### config.mk
export PLATFORM = sky130hd
export DESIGN_NAME = lipm_footstep_planner
export DESIGN_NICKNAME = d
export VERILOG_FILES = /design/src/design/lfp_pkg.sv /design/src/design/lfp_mul.sv /design/src/design/lfp_seq.sv /design/src/design/lfp_dpath.sv /design/src/design/lipm_footstep_planner.sv
export SDC_FILE = /design/constraint.sdc
export NUM_CORES = 2
export LEC_CHECK = 0
export BUFFER_PORTS_ARGS = -buffer_cell sky130_fd_sc_hd__buf_2
export CORE_MARGIN = 1
export CORE_UTILIZATION = 60
export CTS_CLUSTER_DIAMETER = 40
export CTS_CLUSTER_SIZE = 24
export DETAILED_ROUTE_END_ITERATION = 10
export PLACE_DENSITY = 0.77
export SLEW_MARGIN = 0
export SYNTH_ARGS = -nofsm -noshare
export SYNTH_HDL_FRONTEND = slang
export SYNTH_SLANG_ARGS = --single-unit
### constraint.sdc
create_clock -name clk -period 19.5 [get_ports clk]
set_input_delay 5.85 -clock clk [delete_from_list [all_inputs] [get_ports clk]]
set_output_delay 5.85 -clock clk [all_outputs]
set_load 0.05 [all_outputs]
### src/design/lfp_pkg.sv
package lfp_pkg;

  // configuration register map
  localparam int CFG_AW = 5;
  localparam int CFG_DW = 32;

  typedef enum logic [2:0] {
    REG_COSH = 3'd0,
    REG_SOVT = 3'd1,
    REG_TCS  = 3'd2,
    REG_EVG  = 3'd3,
    REG_PW   = 3'd4,
    REG_VW   = 3'd5
  } reg_idx_t;

  // coefficient values after reset, coefficient format
  localparam logic [31:0] COSH_RST = 32'd151902591;
  localparam logic [31:0] SOVT_RST = 32'd546012817;
  localparam logic [31:0] TCS_RST  = 32'd41744230;
  localparam logic [31:0] EVG_RST  = 32'd67793374;
  localparam logic [31:0] PW_RST   = 32'd791196;
  localparam logic [31:0] VW_RST   = 32'd319706;

  // stream payload widths
  localparam int IN_DW   = 64;
  localparam int OUT_DW  = 112;
  localparam int CNT_W   = 16;
  localparam int FIELD_W = 32;

  // operand sources of the datapath
  typedef enum logic [3:0] {
    SRC_ZERO,
    SRC_NF,
    SRC_XI,
    SRC_VI,
    SRC_T0,
    SRC_T1,
    SRC_T2,
    SRC_T3,
    SRC_T4,
    SRC_T5,
    SRC_MUL
  } src_t;

  // write-back targets of the alu
  typedef enum logic [2:0] {
    DST_NONE,
    DST_NF,
    DST_T0,
    DST_T1,
    DST_T2,
    DST_T3,
    DST_T4,
    DST_T5
  } dst_t;

  typedef enum logic [1:0] {
    ALU_ADD,
    ALU_SUB,
    ALU_HALF
  } alu_op_t;

  // coefficient fed to the multiplier
  typedef enum logic [2:0] {
    K_COSH,
    K_SOVT,
    K_TCS,
    K_EVG,
    K_PW,
    K_VW,
    K_OMC
  } coef_sel_t;

  typedef enum logic {
    SEQ_IDLE,
    SEQ_RUN
  } seq_state_t;

  // one microcode word
  typedef struct packed {
    src_t      alu_a;
    src_t      alu_b;
    alu_op_t   op;
    dst_t      dst;
    logic      mul_en;
    src_t      mul_a;
    coef_sel_t mul_k;
    logic      fin;
  } ctrl_t;

  localparam int PC_W     = 5;
  localparam int PROG_LEN = 20;

  function automatic ctrl_t ucw(input src_t a, input src_t b, input alu_op_t op,
                                input dst_t wd, input logic men, input src_t ma,
                                input coef_sel_t mk, input logic last);
    ctrl_t w;
    w.alu_a  = a;
    w.alu_b  = b;
    w.op     = op;
    w.dst    = wd;
    w.mul_en = men;
    w.mul_a  = ma;
    w.mul_k  = mk;
    w.fin    = last;
    return w;
  endfunction

  localparam ctrl_t CTRL_NOP = '{alu_a: SRC_ZERO, alu_b: SRC_ZERO, op: ALU_ADD,
                                 dst: DST_NONE, mul_en: 1'b0, mul_a: SRC_ZERO,
                                 mul_k: K_COSH, fin: 1'b0};

  // step program: t0/t1 hold the step lengths on entry, p ends in t0,
  // new position in t3 and new velocity in t5
  function automatic ctrl_t ucode(input logic [PC_W-1:0] pc);
    ctrl_t w;
    case (pc)
      // half next step
      5'd0:  w = ucw(SRC_T1,   SRC_ZERO, ALU_HALF, DST_T1,   1'b0, SRC_ZERO, K_COSH, 1'b0);
      // advance nominal foot, end velocity product
      5'd1:  w = ucw(SRC_NF,   SRC_T0,   ALU_ADD,  DST_NF,   1'b1, SRC_T1,   K_EVG,  1'b0);
      // end position target
      5'd2:  w = ucw(SRC_NF,   SRC_T1,   ALU_ADD,  DST_T0,   1'b1, SRC_XI,   K_COSH, 1'b0);
      5'd3:  w = ucw(SRC_MUL,  SRC_ZERO, ALU_ADD,  DST_T2,   1'b1, SRC_VI,   K_TCS,  1'b0);
      5'd4:  w = ucw(SRC_MUL,  SRC_ZERO, ALU_ADD,  DST_T3,   1'b1, SRC_XI,   K_SOVT, 1'b0);
      5'd5:  w = ucw(SRC_MUL,  SRC_ZERO, ALU_ADD,  DST_T4,   1'b1, SRC_VI,   K_COSH, 1'b0);
      5'd6:  w = ucw(SRC_MUL,  SRC_ZERO, ALU_ADD,  DST_T5,   1'b0, SRC_ZERO, K_COSH, 1'b0);
      5'd7:  w = ucw(SRC_MUL,  SRC_ZERO, ALU_ADD,  DST_T1,   1'b0, SRC_ZERO, K_COSH, 1'b0);
      // position error
      5'd8:  w = ucw(SRC_T0,   SRC_T3,   ALU_SUB,  DST_T0,   1'b0, SRC_ZERO, K_COSH, 1'b0);
      5'd9:  w = ucw(SRC_T0,   SRC_T4,   ALU_SUB,  DST_T0,   1'b0, SRC_ZERO, K_COSH, 1'b0);
      // velocity error
      5'd10: w = ucw(SRC_T2,   SRC_T5,   ALU_SUB,  DST_T2,   1'b1, SRC_T0,   K_PW,   1'b0);
      5'd11: w = ucw(SRC_T2,   SRC_T1,   ALU_SUB,  DST_T2,   1'b0, SRC_ZERO, K_COSH, 1'b0);
      // modified foot position
      5'd12: w = ucw(SRC_ZERO, SRC_MUL,  ALU_SUB,  DST_T0,   1'b1, SRC_T2,   K_VW,   1'b0);
      5'd13: w = ucw(SRC_T3,   SRC_T4,   ALU_ADD,  DST_T3,   1'b0, SRC_ZERO, K_COSH, 1'b0);
      5'd14: w = ucw(SRC_T0,   SRC_MUL,  ALU_SUB,  DST_T0,   1'b0, SRC_ZERO, K_COSH, 1'b0);
      // propagate over the support period
      5'd15: w = ucw(SRC_T5,   SRC_T1,   ALU_ADD,  DST_T5,   1'b1, SRC_T0,   K_OMC,  1'b0);
      5'd16: w = ucw(SRC_ZERO, SRC_ZERO, ALU_ADD,  DST_NONE, 1'b1, SRC_T0,   K_SOVT, 1'b0);
      5'd17: w = ucw(SRC_T3,   SRC_MUL,  ALU_ADD,  DST_T3,   1'b0, SRC_ZERO, K_COSH, 1'b0);
      5'd18: w = ucw(SRC_T5,   SRC_MUL,  ALU_SUB,  DST_T5,   1'b0, SRC_ZERO, K_COSH, 1'b0);
      // hand over result, commit state
      default: w = ucw(SRC_ZERO, SRC_ZERO, ALU_ADD, DST_NONE, 1'b0, SRC_ZERO, K_COSH, 1'b1);
    endcase
    return w;
  endfunction

endpackage

### src/design/lfp_mul.sv
module lfp_mul #(
  parameter int W = 32,
  parameter int F = 24
) (
  input  logic                clk,
  input  logic                rst_n,
  input  logic                en,
  input  logic signed [W-1:0] a,
  input  logic signed [32:0]  k,
  output logic signed [W-1:0] res,
  output logic                ov,
  output logic                vld
);

  localparam int LO = (W + 1) / 2;
  localparam int HI = W - LO;
  localparam int PW = W + 32;
  localparam int MW = PW - F;
  localparam logic [PW-1:0] RND = PW'(1) << (F - 1);

  logic [W-1:0]     ua;
  logic [32:0]      uk_full;
  logic [31:0]      uk;
  logic [LO+31:0]   plo_nxt;
  logic [HI+31:0]   phi_nxt;
  logic [LO+31:0]   plo_r;
  logic [HI+31:0]   phi_r;
  logic             neg_r;
  logic             v1_r;
  logic [PW-1:0]    sum;
  logic [MW-1:0]    mag;
  logic             pos_ov;
  logic             neg_ov;
  logic [W-1:0]     res_nxt;
  logic             ov_nxt;
  logic [W-1:0]     res_r;
  logic             ov_r;
  logic             vld_r;

  // stage 1: magnitudes and two partial products
  always_comb begin
    ua      = a[W-1] ? (~a + W'(1)) : a;
    uk_full = k[32] ? (~k + 33'd1) : k;
    uk      = uk_full[31:0];
    plo_nxt = ua[LO-1:0] * uk;
    phi_nxt = ua[W-1:LO] * uk;
  end

  always_ff @(posedge clk) begin
    if (en) begin
      plo_r <= plo_nxt;
      phi_r <= phi_nxt;
      neg_r <= a[W-1] ^ k[32];
    end
  end

  // stage 2: combine, round half away from zero, saturate
  always_comb begin
    sum    = (PW'(phi_r) << LO) + PW'(plo_r) + RND;
    mag    = sum[PW-1:F];
    pos_ov = |mag[MW-1:W-1];
    neg_ov = (|mag[MW-1:W]) | (mag[W-1] & (|mag[W-2:0]));
    if (neg_r) begin
      ov_nxt  = neg_ov;
      res_nxt = neg_ov ? {1'b1, {(W-1){1'b0}}} : (~mag[W-1:0] + W'(1));
    end else begin
      ov_nxt  = pos_ov;
      res_nxt = pos_ov ? {1'b0, {(W-1){1'b1}}} : mag[W-1:0];
    end
  end

  always_ff @(posedge clk) begin
    if (v1_r) begin
      res_r <= res_nxt;
      ov_r  <= ov_nxt;
    end
  end

  // stage valid flags
  always_ff @(posedge clk) begin
    if (!rst_n) begin
      v1_r  <= 1'b0;
      vld_r <= 1'b0;
    end else begin
      v1_r  <= en;
      vld_r <= v1_r;
    end
  end

  assign res = res_r;
  assign ov  = ov_r;
  assign vld = vld_r;

endmodule

### src/design/lfp_seq.sv
module lfp_seq (
  input  logic           clk,
  input  logic           rst_n,
  input  logic           start,
  input  logic           out_free,
  output lfp_pkg::ctrl_t ctrl,
  output logic           busy
);

  lfp_pkg::seq_state_t         state_r;
  lfp_pkg::seq_state_t         state_nxt;
  logic [lfp_pkg::PC_W-1:0]    pc_r;
  logic [lfp_pkg::PC_W-1:0]    pc_nxt;
  lfp_pkg::ctrl_t              word;

  // control store read
  assign word = lfp_pkg::ucode(pc_r);

  // next state and step counter
  always_comb begin
    state_nxt = state_r;
    pc_nxt    = pc_r;
    unique case (state_r)
      lfp_pkg::SEQ_IDLE: begin
        if (start) begin
          state_nxt = lfp_pkg::SEQ_RUN;
          pc_nxt    = '0;
        end
      end
      lfp_pkg::SEQ_RUN: begin
        // last step waits until the result register is free
        if (word.fin) begin
          if (out_free) begin
            state_nxt = lfp_pkg::SEQ_IDLE;
          end
        end else begin
          pc_nxt = pc_r + lfp_pkg::PC_W'(1);
        end
      end
      default: begin
        state_nxt = lfp_pkg::SEQ_IDLE;
      end
    endcase
  end

  // control word to the datapath
  always_comb begin
    ctrl = lfp_pkg::CTRL_NOP;
    busy = 1'b1;
    unique case (state_r)
      lfp_pkg::SEQ_IDLE: begin
        busy = 1'b0;
      end
      lfp_pkg::SEQ_RUN: begin
        ctrl     = word;
        ctrl.fin = word.fin & out_free;
      end
      default: begin
        busy = 1'b1;
      end
    endcase
  end

  always_ff @(posedge clk) begin
    if (!rst_n) begin
      state_r <= lfp_pkg::SEQ_IDLE;
      pc_r    <= '0;
    end else begin
      state_r <= state_nxt;
      pc_r    <= pc_nxt;
    end
  end

endmodule

### src/design/lfp_dpath.sv
module lfp_dpath #(
  parameter int W = 32,
  parameter int F = 24
) (
  input  logic                clk,
  input  logic                rst_n,
  input  logic                start,
  input  logic [31:0]         step_length,
  input  logic [31:0]         next_step_length,
  input  lfp_pkg::ctrl_t      ctrl,
  input  logic [31:0]         cosh_coef,
  input  logic [31:0]         sinh_over_tc,
  input  logic [31:0]         tc_times_sinh,
  input  logic [31:0]         end_velocity_gain,
  input  logic [31:0]         position_weight_gain,
  input  logic [31:0]         velocity_weight_gain,
  output logic signed [W-1:0] foot_q,
  output logic signed [W-1:0] xi_q,
  output logic signed [W-1:0] vi_q,
  output logic                ov_q
);

  localparam int IW = (W > 32) ? W : 32;

  logic signed [W-1:0] nf_r;
  logic signed [W-1:0] xi_r;
  logic signed [W-1:0] vi_r;
  logic signed [W-1:0] t0_r;
  logic signed [W-1:0] t1_r;
  logic signed [W-1:0] t2_r;
  logic signed [W-1:0] t3_r;
  logic signed [W-1:0] t4_r;
  logic signed [W-1:0] t5_r;
  logic                ov_r;
  logic                ov_nxt;

  logic signed [W-1:0] mul_res;
  logic                mul_ov;
  logic                mul_vld;
  logic signed [W-1:0] mul_a;
  logic signed [32:0]  mul_k;

  logic signed [W-1:0] alu_a;
  logic signed [W-1:0] alu_b;
  logic [W:0]          alu_sum;
  logic [W-1:0]        alu_nxt;
  logic                alu_ov;

  logic [W:0]          len_sat;
  logic [W:0]          nxt_sat;

  // clamp a 32-bit input to the datapath width, flag in the top bit
  function automatic logic [W:0] sat_in(input logic [31:0] x);
    logic [IW-1:0] e;
    logic          o;
    e = IW'($signed(x));
    o = !((&e[IW-1:W-1]) | ~(|e[IW-1:W-1]));
    return o ? {1'b1, e[IW-1], {(W-1){~e[IW-1]}}} : {1'b0, e[W-1:0]};
  endfunction

  // operand selection
  function automatic logic [W-1:0] pick(input lfp_pkg::src_t sel);
    logic [W-1:0] v;
    case (sel)
      lfp_pkg::SRC_NF:  v = nf_r;
      lfp_pkg::SRC_XI:  v = xi_r;
      lfp_pkg::SRC_VI:  v = vi_r;
      lfp_pkg::SRC_T0:  v = t0_r;
      lfp_pkg::SRC_T1:  v = t1_r;
      lfp_pkg::SRC_T2:  v = t2_r;
      lfp_pkg::SRC_T3:  v = t3_r;
      lfp_pkg::SRC_T4:  v = t4_r;
      lfp_pkg::SRC_T5:  v = t5_r;
      lfp_pkg::SRC_MUL: v = mul_res;
      default:          v = '0;
    endcase
    return v;
  endfunction

  assign len_sat = sat_in(step_length);
  assign nxt_sat = sat_in(next_step_length);

  // coefficient selection, one minus cosh formed on the fly
  always_comb begin
    mul_a = pick(ctrl.mul_a);
    unique case (ctrl.mul_k)
      lfp_pkg::K_COSH: mul_k = {cosh_coef[31], cosh_coef};
      lfp_pkg::K_SOVT: mul_k = {sinh_over_tc[31], sinh_over_tc};
      lfp_pkg::K_TCS:  mul_k = {tc_times_sinh[31], tc_times_sinh};
      lfp_pkg::K_EVG:  mul_k = {end_velocity_gain[31], end_velocity_gain};
      lfp_pkg::K_PW:   mul_k = {position_weight_gain[31], position_weight_gain};
      lfp_pkg::K_VW:   mul_k = {velocity_weight_gain[31], velocity_weight_gain};
      lfp_pkg::K_OMC:  mul_k = (33'd1 << F) - {cosh_coef[31], cosh_coef};
      default:         mul_k = '0;
    endcase
  end

  lfp_mul #(
    .W (W),
    .F (F)
  ) u_mul (
    .clk   (clk),
    .rst_n (rst_n),
    .en    (ctrl.mul_en),
    .a     (mul_a),
    .k     (mul_k),
    .res   (mul_res),
    .ov    (mul_ov),
    .vld   (mul_vld)
  );

  // saturating add / subtract, halving shift
  always_comb begin
    alu_a   = pick(ctrl.alu_a);
    alu_b   = pick(ctrl.alu_b);
    alu_sum = '0;
    alu_ov  = 1'b0;
    alu_nxt = alu_a;
    case (ctrl.op) inside
      lfp_pkg::ALU_ADD,
      lfp_pkg::ALU_SUB: begin
        if (ctrl.op == lfp_pkg::ALU_ADD) begin
          alu_sum = {alu_a[W-1], alu_a} + {alu_b[W-1], alu_b};
        end else begin
          alu_sum = {alu_a[W-1], alu_a} - {alu_b[W-1], alu_b};
        end
        alu_ov  = alu_sum[W] ^ alu_sum[W-1];
        alu_nxt = alu_ov ? {alu_sum[W], {(W-1){~alu_sum[W]}}} : alu_sum[W-1:0];
      end
      lfp_pkg::ALU_HALF: begin
        alu_nxt = alu_a >>> 1;
      end
      default: begin
        alu_nxt = alu_a;
      end
    endcase
  end

  // sticky overflow for the current step
  always_comb begin
    if (start) begin
      ov_nxt = len_sat[W] | nxt_sat[W];
    end else begin
      ov_nxt = ov_r | ((ctrl.dst != lfp_pkg::DST_NONE) & alu_ov) | (mul_vld & mul_ov);
    end
  end

  always_ff @(posedge clk) begin
    ov_r <= ov_nxt;
  end

  // planner state
  always_ff @(posedge clk) begin
    if (!rst_n) begin
      nf_r <= '0;
      xi_r <= '0;
      vi_r <= '0;
    end else begin
      if (ctrl.dst == lfp_pkg::DST_NF) begin
        nf_r <= alu_nxt;
      end
      if (ctrl.fin) begin
        xi_r <= t3_r;
        vi_r <= t5_r;
      end
    end
  end

  // scratch registers
  always_ff @(posedge clk) begin
    if (start) begin
      t0_r <= len_sat[W-1:0];
      t1_r <= nxt_sat[W-1:0];
    end else begin
      case (ctrl.dst)
        lfp_pkg::DST_T0: t0_r <= alu_nxt;
        lfp_pkg::DST_T1: t1_r <= alu_nxt;
        lfp_pkg::DST_T2: t2_r <= alu_nxt;
        lfp_pkg::DST_T3: t3_r <= alu_nxt;
        lfp_pkg::DST_T4: t4_r <= alu_nxt;
        lfp_pkg::DST_T5: t5_r <= alu_nxt;
        default: begin
        end
      endcase
    end
  end

  assign foot_q = t0_r;
  assign xi_q   = xi_r;
  assign vi_q   = vi_r;
  assign ov_q   = ov_r;

endmodule

### src/design/lipm_footstep_planner.sv
// channel   dir  handshake             payload
// in_       in   in_tvalid/in_tready   tdata: step_length, next_step_length
// out_      out  out_tvalid/out_tready tdata: step_number, foot, com pos, com vel;
//                                       tuser: overflow
// cfg_      in   psel/penable/pready   6 coefficient registers at 4*i
//
// A step runs as 20 microcode steps from acceptance to the next possible
// acceptance, set by the single shared coefficient multiplier (two-stage
// pipeline, nine products a step) and the one-write alu.
// The result appears the cycle after the last step; the next step is accepted
// while it waits. If it is still not taken, the last step holds.
// rst_n (synchronous) clears the planner state and counter and loads the
// coefficient defaults.
module lipm_footstep_planner #(
  parameter int DATA_WIDTH     = 32,
  parameter int COEF_FRAC_BITS = 24
) (
  input  logic                         clk,
  input  logic                         rst_n,
  // step_length [31:0], next_step_length [63:32]
  input  logic [lfp_pkg::IN_DW-1:0]    in_tdata,
  input  logic                         in_tvalid,
  output logic                         in_tready,
  // step_number [15:0], modified_foot_position [47:16],
  // start_com_position [79:48], start_com_velocity [111:80]
  output logic [lfp_pkg::OUT_DW-1:0]   out_tdata,
  // overflow [0]
  output logic [0:0]                   out_tuser,
  output logic                         out_tvalid,
  input  logic                         out_tready,
  input  logic                         cfg_psel,
  input  logic                         cfg_penable,
  input  logic                         cfg_pwrite,
  input  logic [lfp_pkg::CFG_AW-1:0]   cfg_paddr,
  input  logic [lfp_pkg::CFG_DW-1:0]   cfg_pwdata,
  output logic [lfp_pkg::CFG_DW-1:0]   cfg_prdata,
  output logic                         cfg_pready
);

  localparam int W  = DATA_WIDTH;
  localparam int OW = (W > 32) ? W : 32;

  logic [31:0] cosh_r;
  logic [31:0] sovt_r;
  logic [31:0] tcs_r;
  logic [31:0] evg_r;
  logic [31:0] pw_r;
  logic [31:0] vw_r;

  logic                      cfg_wr;
  logic [2:0]                cfg_idx;
  logic                      start;
  logic                      busy;
  logic                      out_free;
  lfp_pkg::ctrl_t            ctrl;
  logic signed [W-1:0]       foot_q;
  logic signed [W-1:0]       xi_q;
  logic signed [W-1:0]       vi_q;
  logic                      ov_q;

  logic [lfp_pkg::CNT_W-1:0] cnt_r;
  logic [lfp_pkg::CNT_W-1:0] cnt_nxt;
  logic                      out_valid_r;
  logic                      out_valid_nxt;
  logic [lfp_pkg::OUT_DW-1:0] out_data_r;
  logic                      out_ov_r;
  logic [32:0]               foot_o;
  logic [32:0]               xi_o;
  logic [32:0]               vi_o;

  // clamp to the 32-bit result field, flag in the top bit
  function automatic logic [32:0] sat32(input logic signed [W-1:0] v);
    logic [OW-1:0] e;
    logic          o;
    e = OW'(v);
    o = !((&e[OW-1:31]) | ~(|e[OW-1:31]));
    return o ? {1'b1, e[OW-1], {31{~e[OW-1]}}} : {1'b0, e[31:0]};
  endfunction

  // register port
  assign cfg_pready = 1'b1;
  assign cfg_idx    = cfg_paddr[4:2];
  assign cfg_wr     = cfg_psel & cfg_penable & cfg_pwrite & cfg_pready;

  always_ff @(posedge clk) begin
    if (!rst_n) begin
      cosh_r <= lfp_pkg::COSH_RST;
      sovt_r <= lfp_pkg::SOVT_RST;
      tcs_r  <= lfp_pkg::TCS_RST;
      evg_r  <= lfp_pkg::EVG_RST;
      pw_r   <= lfp_pkg::PW_RST;
      vw_r   <= lfp_pkg::VW_RST;
    end else if (cfg_wr) begin
      unique case (cfg_idx)
        lfp_pkg::REG_COSH: cosh_r <= cfg_pwdata;
        lfp_pkg::REG_SOVT: sovt_r <= cfg_pwdata;
        lfp_pkg::REG_TCS:  tcs_r  <= cfg_pwdata;
        lfp_pkg::REG_EVG:  evg_r  <= cfg_pwdata;
        lfp_pkg::REG_PW:   pw_r   <= cfg_pwdata;
        lfp_pkg::REG_VW:   vw_r   <= cfg_pwdata;
        default: begin
        end
      endcase
    end
  end

  // register read back
  always_comb begin
    unique case (cfg_idx)
      lfp_pkg::REG_COSH: cfg_prdata = cosh_r;
      lfp_pkg::REG_SOVT: cfg_prdata = sovt_r;
      lfp_pkg::REG_TCS:  cfg_prdata = tcs_r;
      lfp_pkg::REG_EVG:  cfg_prdata = evg_r;
      lfp_pkg::REG_PW:   cfg_prdata = pw_r;
      lfp_pkg::REG_VW:   cfg_prdata = vw_r;
      default:           cfg_prdata = '0;
    endcase
  end

  // input request
  assign in_tready = ~busy;
  assign start     = in_tvalid & in_tready;
  assign out_free  = ~out_valid_r | out_tready;

  lfp_seq u_seq (
    .clk      (clk),
    .rst_n    (rst_n),
    .start    (start),
    .out_free (out_free),
    .ctrl     (ctrl),
    .busy     (busy)
  );

  lfp_dpath #(
    .W (W),
    .F (COEF_FRAC_BITS)
  ) u_dpath (
    .clk                  (clk),
    .rst_n                (rst_n),
    .start                (start),
    .step_length          (in_tdata[31:0]),
    .next_step_length     (in_tdata[63:32]),
    .ctrl                 (ctrl),
    .cosh_coef            (cosh_r),
    .sinh_over_tc         (sovt_r),
    .tc_times_sinh        (tcs_r),
    .end_velocity_gain    (evg_r),
    .position_weight_gain (pw_r),
    .velocity_weight_gain (vw_r),
    .foot_q               (foot_q),
    .xi_q                 (xi_q),
    .vi_q                 (vi_q),
    .ov_q                 (ov_q)
  );

  // result fields
  assign foot_o  = sat32(foot_q);
  assign xi_o    = sat32(xi_q);
  assign vi_o    = sat32(vi_q);
  assign cnt_nxt = cnt_r + lfp_pkg::CNT_W'(1);

  always_comb begin
    out_valid_nxt = out_valid_r;
    if (ctrl.fin) begin
      out_valid_nxt = 1'b1;
    end else if (out_tready) begin
      out_valid_nxt = 1'b0;
    end
  end

  // output request register and step counter
  always_ff @(posedge clk) begin
    if (!rst_n) begin
      out_valid_r <= 1'b0;
      cnt_r       <= '0;
    end else begin
      out_valid_r <= out_valid_nxt;
      if (ctrl.fin) begin
        cnt_r <= cnt_nxt;
      end
    end
  end

  always_ff @(posedge clk) begin
    if (ctrl.fin) begin
      out_data_r <= {vi_o[31:0], xi_o[31:0], foot_o[31:0], cnt_nxt};
      out_ov_r   <= ov_q | foot_o[32] | xi_o[32] | vi_o[32];
    end
  end

  assign out_tvalid = out_valid_r;
  assign out_tdata  = out_data_r;
  assign out_tuser  = out_ov_r;

  // busy right after taking a request
  a_busy_after_start: assert property (@(posedge clk) disable iff (!rst_n)
    start |=> !in_tready)
    else $error("input taken while a step is in progress");

  // a step only completes into a free result register
  a_fin_free: assert property (@(posedge clk) disable iff (!rst_n)
    ctrl.fin |-> (!out_valid_r || out_tready))
    else $error("result register overwritten");

  // completion presents a result and advances the counter by one
  a_fin_count: assert property (@(posedge clk) disable iff (!rst_n)
    ctrl.fin |=> (out_tvalid && (cnt_r == $past(cnt_r) + 16'd1)))
    else $error("step completion out of step with counter");

  // a result only appears after a completed step
  a_rose_fin: assert property (@(posedge clk) disable iff (!rst_n)
    $rose(out_tvalid) |-> $past(ctrl.fin))
    else $error("result without a completed step");

endmodule

==> impl_metrics.ini <==
[clock_network]
insertion_delay_ps = 790
clockBufferDepth = 3
ctsResizeCount = 0
htree_num_levels = 3
post_cts_buffers = 0
numCtsBuffers = 100
ctsHoldBuffers = 0
cts_tree = yes
clk_pin_slew_ps = 60
cts_sinks = 754
clock-root-buffer = clkbuf_16

[place]
dp.cells = 9931
gp_congestion = 1.027
port_buffers = 252
hpwl_um = 187800

[finish]
nets = 9696
layout_commonest_cell = nand2_1
finalNonFillerCells = 10126
mostFrequentLayoutCells = nand2_1, inv_1, fa_1
final_util_pct = 66.54
drive_gt1_share_pct = 10.34
area_growth_pct = 9.549

[critical_path]
arrival_ps = 7770
path_max_fanout = 34
critPathMostFrequentCell = buf_2
crit_path_max_incr_delay_ps = 910
end_kind = output pin
critPathBufInv = 2
crit_family = simple AND/OR/NAND/NOR gates
worstPathRequired_ps = 13650
slowest_stage = and3b_2
start_kind = input port
critical_path_class = in2out
cp_cell_sequence = buf_2, and3b_2, a22oi_1, nand3_1, buf_2

[die]
placementRows = 128
io_pins = 256
die_y_um = 353.9
die_area_sq_um = 125300
core-area_sq_um = 122400
start_util_pct = 60.74
die_w_um = 353.9

[sta]
relSlewSlack_pct = 12.50
setup_viol = 0
worst_slew_pin_slew_ps = 1310
period_minus_slack_ps = 13620
min_period_over_period_pct = 69.86
final-hold-violation-count = 0
setup_tns_ps = 0
maxSlewViolCount = 0
clock_skew_ps = 107.5
rsz0062_at_grt = false
clock.fmax_ghz = 0.07340

[drt]
wire_per_inst_um = 27.23
post-route-drc-count = 2
ant_nets = 0
wl_um = 275800
first_iter_violations = 9764
vias_per_cell = 6.658
vias = 67419
firstDrtPassIters = 11

[logic_synthesis]
synth_fa_ha_area_share_pct = 28.60
syn_nets = 9692
synth_top_family_by_area = adder cells
synthSimpleGateAreaFrac_pct = 17.46
muxShareOfSynthArea_pct = 2.152
synth_edf_count = 419
synth-main-ff-cell = edfxtp_1
syn_area_per_cell_sq_um = 8.843
synth_compound_area_share_pct = 14.35
ys_seq_area_share_pct = 25.95
syn_inst = 8404
syn-cell-area_sq_um = 74320
ys_ff_latch = 754
synth_xor_area_share_pct = 3.495
async_reset_ff_share_pct = 0
ys_warn_count = 0
yosysUniqueCellTypes = 116

[global_route]
antenna_found_initial = 16
grt_start_max_net_pins = 134
grt_pass1_vias = 67926
overflow = 0
grt_usage_pct = 43.79
grt_pass1_wl_um = 413800

[power]
irDropWorstVdd_v = 0.00007971
pwr-share-clk_pct = 36.0
switching_share_pct = 37.25
p_comb_share_pct = 30.8
power_density_nw_per_um2 = 68.54
p_leak_nw = 35.55
p_switching_w = 0.002079
pwr-share-seq_pct = 33.2
internal-power_w = 0.003501

[worst_hold_path]
hold_path_class = reg2reg

[outcome]
violations = design-rule violations
run_status = complete, but fails checks

[flow_run]
drv_cap = 0
## state kept, by name, indices dropped and copies added (netlist names), 5 cells and up
register	count
u_dpath.vi_q	32
pw_r	32
u_seq.word	21
cnt_r	16
cosh_r	32
u_seq.pc_r	5
tcs_r	32
u_dpath.t3_r	32
u_dpath.nf_r	32
u_dpath.u_mul.res	32
out_tdata	112
sovt_r	32
u_dpath.u_mul.plo_r	32
u_dpath.t2_r	32
u_dpath.t4_r	32
u_dpath.foot_q	32
evg_r	32
u_dpath.t5_r	32
vw_r	32
u_dpath.t1_r	32
u_dpath.u_mul.phi_r	48
u_dpath.xi_q	32
## worst register-to-register path, delay by kind of cell, from the launching register on
kind                     cells  cell delay (ps)
XOR/XNOR                     2              340
adder cells (fa/ha/maj)      8             3570
AND/OR/NAND/NOR              7             2370
flip-flops                   1              760
AO/OA/AOI/OAI               13             3540
buffers and inverters        9             2160
## Yosys cell counts, drive strengths merged, types with 20 or more instances
cell type / instances / area, sq um
ha: 344 / 4304
nand2: 1398 / 5248
mux2i: 127 / 1284
o22ai: 48 / 300.3
a22o: 57 / 499.2
and2: 141 / 884.6
a21oi: 533 / 2735
o31ai: 29 / 222.7
a31oi: 34 / 227.7
and4: 25 / 219.0
fa: 836 / 16740
a211oi: 42 / 320.3
nand4: 49 / 306.5
o21ai: 198 / 1006
buf: 94 / 467.9
a221oi: 31 / 295.3
clkbuf: 430 / 1614
o21bai: 25 / 187.7
a22oi: 238 / 1787
nor2: 572 / 2150
mux2: 22 / 247.7
xnor2: 173 / 1568
nor3: 70 / 365.4
nand2b: 42 / 262.8
nand3b: 28 / 210.2
or3: 20 / 125.1
inv: 1026 / 3851
nand3: 265 / 1331
a222oi: 44 / 440.4
xor2: 115 / 1030
dfxtp: 335 / 6706
o211ai: 32 / 240.2
edfxtp: 419 / 12580
nor4: 42 / 357.8
and3: 103 / 644.4
nor2b: 39 / 251.5
a21o: 99 / 743.2
## per-layer routing
| metal | GRT usage [%] | vias to the layer above | part of all wire, % |
|---|---|---|---|
| li1 | - | 28176 | - |
| met1 | 53.75 | 32413 | 35 |
| met2 | 64.22 | 5367 | 42 |
| met3 | 16.15 | 1453 | 15 |
| met4 | 30.07 | 10 | 8.4 |
| met5 | 0.03774 | - | 0.019 |
## logic make-up after synthesis
group | after synthesis
buf+inv | 1551
compound gates | 1591
mux | 152
flops | 754
fa+ha+maj | 1199
simple gates | 2868
other cells | 1
xor+xnor | 288
## through the flow
stage	power, W	hold WS [ps]	instance area (sq um)	worst slack (ps)
5_1_grt	0.005772	480.6	81410	5886
3_5_place_dp	0.003514	462.7	77670	6054
4_1_cts	0.005500	471.8	81400	6044
2_1_floorplan	0.002941	409.0	74320	6484
3_3_place_gp	0.003475	455.8	77670	6068
6_report	0.005580	472.0	81420	5877
## final cells by class
class / instances / area [sq um]
inverter: 1027 / 3865
antenna: 6 / 15.01
clock buffer: 107 / 2570
multi-input combinational: 6099 / 49900
timing repair buffer: 426 / 2574
fill: 9914 / 40940
tap: 1625 / 2033
clock inverter: 82 / 1159
sequential: 754 / 19300
## path summary, 6_finish.rpt
kind | from | to | slack [ps] | cells after the start
max reg2reg | u_seq.state_r | u_dpath.u_mul.phi_r[42] | 6420 | 39
max | cfg_paddr[4] | cfg_prdata[13] | 5880 | 5
min reg2reg | sovt_r[15] | sovt_r[15] | 470 | 2
min | sovt_r[15] | sovt_r[15] | 470 | 2
## power by group through the flow
stage / combinational, W / sequential [W] / clock, W
final: 0.00172 / 0.00185 / 0.00201
after global routing: 0.00184 / 0.00185 / 0.00207
after CTS: 0.00165 / 0.00185 / 0.00200
after detailed placement: 0.00163 / 0.00188 / 0
after global placement: 0.00159 / 0.00188 / 0
after floorplan: 0.00109 / 0.00185 / 0
Power figures use the tool's default switching activity.
